`config.mk`:
```
export PLATFORM = sky130hd
export DESIGN_NAME = multi_size_lru_miss_counter
export DESIGN_NICKNAME = d
export VERILOG_FILES = /design/src/mslru_pkg.sv /design/src/multi_size_lru_miss_counter.sv /design/src/mslru_ctrl.sv /design/src/mslru_dp.sv
export SDC_FILE = /design/constraint.sdc
export NUM_CORES = 2
export LEC_CHECK = 0
export BUFFER_PORTS_ARGS = -buffer_cell sky130_fd_sc_hd__buf_2
export CORE_MARGIN = 5
export CORE_UTILIZATION = 57
export DETAILED_ROUTE_END_ITERATION = 8
export HOLD_SLACK_MARGIN = 0.06
export PLACE_DENSITY = 0.83
export SLEW_MARGIN = 20
export SYNTH_ARGS = -nofsm -noshare
export SYNTH_HDL_FRONTEND = slang
export SYNTH_SLANG_ARGS = --single-unit
```
`constraint.sdc`:
```
create_clock -name i_clk -period 5.7 [get_ports i_clk]
set_clock_uncertainty 0.1 [all_clocks]
set_input_delay 1.14 -clock i_clk [delete_from_list [all_inputs] [get_ports i_clk]]
set_output_delay 1.14 -clock i_clk [all_outputs]
set_load 0.02 [all_outputs]
```
`src/mslru_pkg.sv`:
```
`timescale 1ns / 1ps
// ----------------------------------------------------------------------------
// mslru_pkg
// Shared types and constants of the multi-size LRU miss counter.
// ----------------------------------------------------------------------------
package mslru_pkg;

    // Register map of the configuration port.
    localparam int CFG_IDX_W      = 3;
    localparam int CFG_DATA_W     = 7;
    localparam int COUNT_W        = 3;
    localparam int CAP_W          = 7;
    localparam int CAP_REGS       = 4;
    localparam int IDX_W          = 2;
    localparam int ADDR_W         = 32;
    localparam int MISS_W         = 32;

    localparam logic [CFG_IDX_W-1:0] REG_CACHE_COUNT = 3'd0;
    localparam logic [CFG_IDX_W-1:0] REG_CAPACITY_0  = 3'd1;

    localparam logic ACT_ACCESS = 1'b0;
    localparam logic ACT_REPORT = 1'b1;

    typedef enum logic [2:0] {
        S_IDLE,
        S_MATCH,
        S_ENCODE,
        S_UPDATE,
        S_REPORT
    } t_state;

    // Commands from the controller to the datapath.
    typedef struct packed {
        logic             latch_in;
        logic             match;
        logic             encode;
        logic             update;
        logic             load_out;
        logic [IDX_W-1:0] rep_idx;
        logic             rep_last;
        logic             clear_counts;
    } t_cmd;

    // Status from the datapath to the controller.
    typedef struct packed {
        logic [COUNT_W-1:0] active;
        logic               out_free;
    } t_status;

endpackage

```
`src/multi_size_lru_miss_counter.sv`:
```
`timescale 1ns / 1ps
// ----------------------------------------------------------------------------
// multi_size_lru_miss_counter
// Stack-distance profiler that counts misses of up to four fully associative
// LRU caches of different sizes from one shared recency stack.
// ----------------------------------------------------------------------------
//
//  Channel   Direction  Handshake                 Payload
//  --------  ---------  ------------------------  ---------------------------
//  request   in         i_in_valid / o_in_ready   i_action, i_address
//  result    out        o_out_valid / i_out_ready o_cache_index, o_miss_total,
//                                                 o_last_of_run
//  config    in         i_cfg_we (no wait)        i_cfg_index, i_cfg_data
//
// An access request is accepted in S_IDLE, then steps through S_MATCH, in
// which every stack cell compares its address, S_ENCODE, which encodes the
// hit depth, and S_UPDATE, which shifts the stack and bumps the miss counters.
// A report request is accepted and then loads one result per active cache,
// waiting whenever the result register is stalled by the consumer.
// Reset (synchronous, active low) empties the stack, clears the counters and
// sets one cache of capacity one; no clearing pass is needed afterwards.
// A waiting result never blocks the next access: the result register holds it
// while the stack keeps working.
//
module multi_size_lru_miss_counter
    import mslru_pkg::*;
#(
    parameter int NUM_CACHES  = 4,
    parameter int STACK_DEPTH = 64
) (
    input  logic                  i_clk,
    input  logic                  i_rst_n,
    // Request channel.
    input  logic                  i_in_valid,
    output logic                  o_in_ready,
    input  logic                  i_action,
    input  logic [ADDR_W-1:0]     i_address,
    // Result channel.
    output logic                  o_out_valid,
    input  logic                  i_out_ready,
    output logic [IDX_W-1:0]      o_cache_index,
    output logic [MISS_W-1:0]     o_miss_total,
    output logic                  o_last_of_run,
    // Configuration write port.
    input  logic                  i_cfg_we,
    input  logic [CFG_IDX_W-1:0]  i_cfg_index,
    input  logic [CFG_DATA_W-1:0] i_cfg_data
);

    t_cmd    w_cmd;
    t_status w_status;
    logic    w_is_access;

    // The address is only captured for access requests; reports ignore it.
    assign w_is_access = (i_action == ACT_ACCESS);

    // The controller sequences requests; it never sees the address.
    mslru_ctrl u_ctrl (
        .i_clk      (i_clk),
        .i_rst_n    (i_rst_n),
        .i_in_valid (i_in_valid),
        .i_action   (i_action),
        .o_in_ready (o_in_ready),
        .i_status   (w_status),
        .o_cmd      (w_cmd)
    );

    // The datapath holds the stack, the counters and the result register.
    mslru_dp #(
        .NUM_CACHES  (NUM_CACHES),
        .STACK_DEPTH (STACK_DEPTH)
    ) u_dp (
        .i_clk         (i_clk),
        .i_rst_n       (i_rst_n),
        .i_cfg_we      (i_cfg_we),
        .i_cfg_index   (i_cfg_index),
        .i_cfg_data    (i_cfg_data),
        .i_address_in  (w_is_access),
        .i_address     (i_address),
        .i_cmd         (w_cmd),
        .o_status      (w_status),
        .i_out_ready   (i_out_ready),
        .o_out_valid   (o_out_valid),
        .o_cache_index (o_cache_index),
        .o_miss_total  (o_miss_total),
        .o_last_of_run (o_last_of_run)
    );

    // A new result is never written over one the consumer has not taken.
    a_no_overwrite: assert property (@(posedge i_clk) disable iff (!i_rst_n)
        w_cmd.load_out |-> !(o_out_valid && !i_out_ready))
        else $error("result register overwritten while stalled");

    // An access holds off new requests in its match, encode and update states.
    a_access_busy: assert property (@(posedge i_clk) disable iff (!i_rst_n)
        (i_in_valid && o_in_ready && i_action == ACT_ACCESS)
        |=> !o_in_ready ##1 !o_in_ready ##1 !o_in_ready)
        else $error("request accepted during an access");

    // The last result of a report ends the report: counters clear with it.
    a_last_clears: assert property (@(posedge i_clk) disable iff (!i_rst_n)
        (w_cmd.load_out && w_cmd.rep_last) |-> w_cmd.clear_counts)
        else $error("report ended without clearing the counters");

    // No result is produced after the last one of a report.
    a_last_ends: assert property (@(posedge i_clk) disable iff (!i_rst_n)
        (w_cmd.load_out && w_cmd.rep_last) |=> !w_cmd.load_out)
        else $error("result produced after the last of a report");

endmodule

```
`src/mslru_ctrl.sv`:
```
`timescale 1ns / 1ps
// ----------------------------------------------------------------------------
// mslru_ctrl
// Sequencer that steps an access through match, encode and shift, and
// walks the miss counters out on a report.
// ----------------------------------------------------------------------------
module mslru_ctrl
    import mslru_pkg::*;
(
    input  logic    i_clk,
    input  logic    i_rst_n,
    input  logic    i_in_valid,
    input  logic    i_action,
    output logic    o_in_ready,
    input  t_status i_status,
    output t_cmd    o_cmd
);

    t_state           r_state, n_state;
    logic [IDX_W-1:0] r_rep_idx, n_rep_idx;
    logic             w_last;

    always_ff @(posedge i_clk) begin
        if (!i_rst_n) begin
            r_state   <= S_IDLE;
            r_rep_idx <= '0;
        end else begin
            r_state   <= n_state;
            r_rep_idx <= n_rep_idx;
        end
    end

    assign w_last = ({1'b0, r_rep_idx} + COUNT_W'(1)) == i_status.active;

    always_comb begin
        n_state    = r_state;
        n_rep_idx  = r_rep_idx;
        o_in_ready = 1'b0;
        o_cmd      = '0;
        o_cmd.rep_idx  = r_rep_idx;
        o_cmd.rep_last = w_last;
        unique case (r_state)
            S_IDLE: begin
                o_in_ready     = 1'b1;
                o_cmd.latch_in = i_in_valid;
                if (i_in_valid) begin
                    if (i_action == ACT_ACCESS) begin
                        n_state = S_MATCH;
                    end else if (i_status.active == '0) begin
                        // No cache in use: nothing to send, just clear.
                        o_cmd.clear_counts = 1'b1;
                    end else begin
                        n_state   = S_REPORT;
                        n_rep_idx = '0;
                    end
                end
            end
            S_MATCH: begin
                o_cmd.match = 1'b1;
                n_state     = S_ENCODE;
            end
            S_ENCODE: begin
                o_cmd.encode = 1'b1;
                n_state      = S_UPDATE;
            end
            S_UPDATE: begin
                o_cmd.update = 1'b1;
                n_state      = S_IDLE;
            end
            S_REPORT: begin
                if (i_status.out_free) begin
                    o_cmd.load_out = 1'b1;
                    if (w_last) begin
                        o_cmd.clear_counts = 1'b1;
                        n_state            = S_IDLE;
                    end else begin
                        n_rep_idx = r_rep_idx + IDX_W'(1);
                    end
                end
            end
            default: begin
                n_state = S_IDLE;
            end
        endcase
    end

endmodule

```
`src/mslru_dp.sv`:
```
`timescale 1ns / 1ps
// ----------------------------------------------------------------------------
// mslru_dp
// Datapath: configuration registers, recency stack cells, depth encoder,
// miss counters and the result register.
// ----------------------------------------------------------------------------
module mslru_dp
    import mslru_pkg::*;
#(
    parameter int NUM_CACHES  = 4,
    parameter int STACK_DEPTH = 64
) (
    input  logic                  i_clk,
    input  logic                  i_rst_n,
    input  logic                  i_cfg_we,
    input  logic [CFG_IDX_W-1:0]  i_cfg_index,
    input  logic [CFG_DATA_W-1:0] i_cfg_data,
    input  logic                  i_address_in,
    input  logic [ADDR_W-1:0]     i_address,
    input  t_cmd                  i_cmd,
    output t_status               o_status,
    input  logic                  i_out_ready,
    output logic                  o_out_valid,
    output logic [IDX_W-1:0]      o_cache_index,
    output logic [MISS_W-1:0]     o_miss_total,
    output logic                  o_last_of_run
);

    localparam int DEPTH_W    = (STACK_DEPTH > 1) ? $clog2(STACK_DEPTH) : 1;
    localparam int FILL_W     = $clog2(STACK_DEPTH + 1);
    localparam int CMP_W      = (DEPTH_W > CAP_W) ? DEPTH_W : CAP_W;
    localparam int ACTIVE_MAX = (NUM_CACHES < CAP_REGS) ? NUM_CACHES : CAP_REGS;

    logic [COUNT_W-1:0] r_cache_count;
    logic [CAP_W-1:0]   r_capacity [CAP_REGS];

    logic [ADDR_W-1:0]      r_addr;
    logic [ADDR_W-1:0]      r_stack [STACK_DEPTH];
    logic [FILL_W-1:0]      r_fill;
    logic [STACK_DEPTH-1:0] r_hit;
    logic [DEPTH_W-1:0]     r_depth;
    logic                   r_found;
    logic [MISS_W-1:0]      r_miss [NUM_CACHES];

    logic                   r_out_valid;
    logic [IDX_W-1:0]       r_out_index;
    logic [MISS_W-1:0]      r_out_total;
    logic                   r_out_last;

    logic [COUNT_W-1:0]     w_active;
    logic [DEPTH_W-1:0]     w_enc;
    logic [DEPTH_W-1:0]     w_shift_depth;
    logic                   w_not_full;
    logic [NUM_CACHES-1:0]  w_miss;
    logic [MISS_W-1:0]      w_sel_total;

    // Configuration registers; writes beyond the register map are dropped.
    always_ff @(posedge i_clk) begin
        if (!i_rst_n) begin
            r_cache_count <= COUNT_W'(1);
            for (int i = 0; i < CAP_REGS; i++) begin
                r_capacity[i] <= CAP_W'(1);
            end
        end else if (i_cfg_we) begin
            if (i_cfg_index == REG_CACHE_COUNT) begin
                r_cache_count <= i_cfg_data[COUNT_W-1:0];
            end else if (i_cfg_index >= REG_CAPACITY_0 &&
                         i_cfg_index < REG_CAPACITY_0 + CFG_IDX_W'(CAP_REGS)) begin
                r_capacity[IDX_W'(i_cfg_index - REG_CAPACITY_0)] <= i_cfg_data;
            end
        end
    end

    assign w_active = (r_cache_count > COUNT_W'(ACTIVE_MAX)) ? COUNT_W'(ACTIVE_MAX)
                                                             : r_cache_count;

    always_ff @(posedge i_clk) begin
        if (i_cmd.latch_in && i_address_in) begin
            r_addr <= i_address;
        end
    end

    // Every cell compares its own entry; entries below the fill level only.
    always_ff @(posedge i_clk) begin
        if (i_cmd.match) begin
            for (int i = 0; i < STACK_DEPTH; i++) begin
                r_hit[i] <= (FILL_W'(i) < r_fill) && (r_stack[i] == r_addr);
            end
        end
    end

    // Stored addresses are distinct, so the hit vector is one-hot or empty.
    always_comb begin
        w_enc = '0;
        for (int i = 0; i < STACK_DEPTH; i++) begin
            if (r_hit[i]) begin
                w_enc = w_enc | DEPTH_W'(i);
            end
        end
    end

    always_ff @(posedge i_clk) begin
        if (i_cmd.encode) begin
            r_depth <= w_enc;
            r_found <= |r_hit;
        end
    end

    assign w_not_full = r_fill < FILL_W'(STACK_DEPTH);

    always_comb begin
        if (r_found) begin
            w_shift_depth = r_depth;
        end else if (w_not_full) begin
            w_shift_depth = r_fill[DEPTH_W-1:0];
        end else begin
            w_shift_depth = DEPTH_W'(STACK_DEPTH - 1);
        end
    end

    // Move-to-front: cells 1 up to the shift depth take their upper neighbor.
    always_ff @(posedge i_clk) begin
        if (i_cmd.update) begin
            r_stack[0] <= r_addr;
            for (int i = 1; i < STACK_DEPTH; i++) begin
                if (DEPTH_W'(i) <= w_shift_depth) begin
                    r_stack[i] <= r_stack[i-1];
                end
            end
        end
    end

    always_ff @(posedge i_clk) begin
        if (!i_rst_n) begin
            r_fill <= '0;
        end else if (i_cmd.update && !r_found && w_not_full) begin
            r_fill <= r_fill + FILL_W'(1);
        end
    end

    always_comb begin
        for (int i = 0; i < NUM_CACHES; i++) begin
            w_miss[i] = (COUNT_W'(i) < w_active) &&
                        (!r_found ||
                         CMP_W'(r_capacity[IDX_W'(i)]) <= CMP_W'(r_depth));
        end
    end

    always_ff @(posedge i_clk) begin
        if (!i_rst_n || i_cmd.clear_counts) begin
            for (int i = 0; i < NUM_CACHES; i++) begin
                r_miss[i] <= '0;
            end
        end else if (i_cmd.update) begin
            for (int i = 0; i < NUM_CACHES; i++) begin
                if (w_miss[i] && r_miss[i] != '1) begin
                    r_miss[i] <= r_miss[i] + MISS_W'(1);
                end
            end
        end
    end

    always_comb begin
        w_sel_total = '0;
        for (int i = 0; i < ACTIVE_MAX; i++) begin
            if (i_cmd.rep_idx == IDX_W'(i)) begin
                w_sel_total = r_miss[i];
            end
        end
    end

    always_ff @(posedge i_clk) begin
        if (!i_rst_n) begin
            r_out_valid <= 1'b0;
        end else if (i_cmd.load_out) begin
            r_out_valid <= 1'b1;
        end else if (i_out_ready) begin
            r_out_valid <= 1'b0;
        end
    end

    always_ff @(posedge i_clk) begin
        if (i_cmd.load_out) begin
            r_out_index <= i_cmd.rep_idx;
            r_out_total <= w_sel_total;
            r_out_last  <= i_cmd.rep_last;
        end
    end

    assign o_status.active   = w_active;
    assign o_status.out_free = !r_out_valid || i_out_ready;

    assign o_out_valid   = r_out_valid;
    assign o_cache_index = r_out_index;
    assign o_miss_total  = r_out_total;
    assign o_last_of_run = r_out_last;

endmodule
```
==> flow_summary.toml <==
[finish]
layout_commonest_cell = "edfxtp_1"
drive_gt1_frac = 0.0941
nNetsFinal = 6846
layoutNonFillerInstCount = 9303
final_cell_area_um2 = 113000
layout_common_cells = "2342 x edfxtp_1, 1776 x xor2_1, 460 x nor4_1"
syn_to_final_growth_pct = 11.6

[global_routing]
grt.total_usage = 0.291
first_global_vias = 58907
grt-ovfl-total = 0
antenna_found_initial = 12
grt_max_degree = 67
grt_pass1_wl_mm = 396

[cts]
cts_buffers = 222
cts_setup_buffers = 0
holdBufCountCts = 0
clkTransAtPathRegs_ns = 0.06
cts_max_level = 4
cts_resized = 0
insertion_delay_ns = 0.89
cts_root_buf = "clkbuf_16"
cts_tree = "done"
cts_buffer_depth = 3
clock_sinks = 2358

[critical_path]
cpMaxStageDelayCell = "a21oi_4"
worstPathRequired_ns = 6.11
worstSetupPathType = "reg -> reg"
rr_worst_depth = 8
crit_chain = "nand3b_1 -> inv_2 -> buf_4 -> nand2_1 -> inv_1 -> buf_4 -> nand2_1 -> a21oi_4"
cp_top_family = "buffers and inverters"
critPathMaxFanout = 39
crit_cells = 8
path_buf_inv = 4
cp_data_arrival_time_ns = 4.32
critPathLaunchType = "flop"
crit_path_end_kind = "flop"
cp_slowest_stage_delay_ns = 0.88

[sta]
finalSetupViolations = 0
setup_ws_ns = 1.79
period_share = 0.686
max_slew.worst_pin.slew_ns = 1.14
fmax_ghz = 0.256
fin_tns_setup_ns = 0
min_period_ns = 3.91
whs_ns = 0.320
rsz0062_at_grt = "false"
drv_slew = 0
hold_viol_final = 0
max_slew_margin = 0.235

[route]
routed_wl_mm = 276
drc_errors = 0
via_per_inst = 6.41
dr.pass1.iters = 8
drt_iter0_drc = 8164
ant_nets = 0
num_vias = 59628
wl_per_cell_um = 29.6

[synth]
avgSynthCellArea_um2 = 15.3
syn_nets = 6689
synthArstFlopShare = 0
synthFlopType = "edfxtp_1"
yosysWarnings = 0
syn_inst = 6606
synth.distinct_cells = 62
synth_edf_count = 2342
yosysSeqAreaShare = 0.699
netlist_area_um2 = 101000
ys_ff_latch = 2358

[outcome]
status = "finished, final reports clean"

[pwr]
ir_drop_mv = 0.314
pwr-share-seq = 0.535
p_sw_mw = 8.11
switching_share = 0.224
p_clk_frac = 0.417
power_density_nw_per_um2 = 321
p_int_mw = 28.1
pwr-share-comb = 0.048
power_leakage_nw = 36.9

[die]
dieArea_um2 = 186000
initial_core_util = 0.573
core_area_um2 = 176000
die_w_um = 431
die_y_um = 431
top_level_ports = 85
num_rows = 154

[hold_path]
hp-class = "in -> reg"
hold_depth = 1

[placed_design]
gp_routability_congestion = 0.968
placed_cell_area_um2 = 105000
dp_slack_ns = 1.55
dp.cells = 8870
place_hpwl_mm = 177
portBuffers = 84

[job]
max_cap_viol_count = 0
[final timing paths]
path,start,end,slack [ns]
worst max-delay path,u_ctrl.r_state[1],u_dp.r_stack[1][808],1.79
worst min-delay path,i_address[18],u_dp.r_addr[18],0.32
worst max register to register,u_ctrl.r_state[1],u_dp.r_stack[1][808],1.79
worst min register to register,u_dp.r_stack[0][326],u_dp.r_stack[0][358],0.34
[stage by stage]
step / total power, mW / util
6_report: 36.2 / 0.640
5_1_grt: 37.2 / 0.640
4_1_cts: 36.3 / 0.638
2_1_floorplan: 20.7 / -
3_3_place_gp: 21.4 / 0.596
3_5_place_dp: 21.4 / 0.596
[power groups by stage]
stage | clock network, mW | logic (mW) | registers [mW]
finish | 15.1 | 1.75 | 19.4
CTS | 15.2 | 1.71 | 19.4
global placement | 0 | 1.63 | 19.7
global route | 16.0 | 1.83 | 19.4
detailed placement | 0 | 1.69 | 19.7
floorplan | 0 | 1.12 | 19.6
[layout make-up]
class | instances | area, um^2
inverter | 41 | 154
tap | 2340 | 2930
antenna | 10 | 25.0
clock buffer | 258 | 5690
multi-input combinational | 3897 | 29400
fill | 11722 | 63500
timing repair buffer | 243 | 2220
sequential | 2358 | 70600
clock inverter | 156 | 1780
[registers in the layout (all words and copies together), names as in the netlist]
register	count
u_dp.r_depth	6
u_ctrl.r_state	3
u_dp.r_cache_count	3
u_dp.r_addr	32
u_dp.r_fill	7
u_dp.r_miss	128
u_dp.r_stack	2048
u_ctrl.r_rep_idx	2
u_dp.r_capacity	28
u_dp.r_hit	64
u_dp.o_cache_index	2
u_dp.r_found	1
u_dp.o_last_of_run	1
u_dp.o_miss_total	32
u_dp.o_out_valid	1
[routing by layer]
| layer | part of all wire | global-route usage | routed length (um) | vias up |
|---|---|---|---|---|
| met5 | 0.00016 | 0 | 45 | - |
| li1 | - | - | - | 24661 |
| met4 | 0.050 | 0.134 | 13700 | 6 |
| met3 | 0.13 | 0.0803 | 34800 | 877 |
| met2 | 0.47 | 0.465 | 130000 | 4546 |
| met1 | 0.35 | 0.373 | 97700 | 29538 |
[Yosys cell counts, drive strengths merged, types with 40 or more instances]
master | n | area (um^2)
a21oi | 128 | 641
buf | 171 | 761
clkbuf | 139 | 522
edfxtp | 2342 | 70300
inv | 40 | 150
nand2 | 150 | 563
nand3 | 146 | 731
nand4 | 183 | 1140
nor2 | 221 | 832
nor3 | 102 | 521
nor4 | 466 | 2960
o21ai | 60 | 300
xnor2 | 398 | 3490
xor2 | 1776 | 15600
[worst register-to-register path, stage by stage, from the launching register on]
cell	delay (ns)
dfxtp_1	0.51
nand3b_1	0.21
inv_2	0.20
buf_4	0.59
nand2_1	0.16
inv_1	0.12
buf_4	0.39
nand2_1	0.37
a21oi_4	0.88
[cell families after synthesis]
group | count (synthesis) | share of synthesized area
buffers and inverters | 351 | 0.0142
adders and majority gates | 35 | 0.00433
DFF | 2358 | 0.699
and+or+nand+nor | 1401 | 0.0763
muxes | 4 | 0.000396
xor gates and xnor gates | 2174 | 0.188
AOI/OAI and AO/OA | 283 | 0.0173
(Power assumes the default switching activity.)
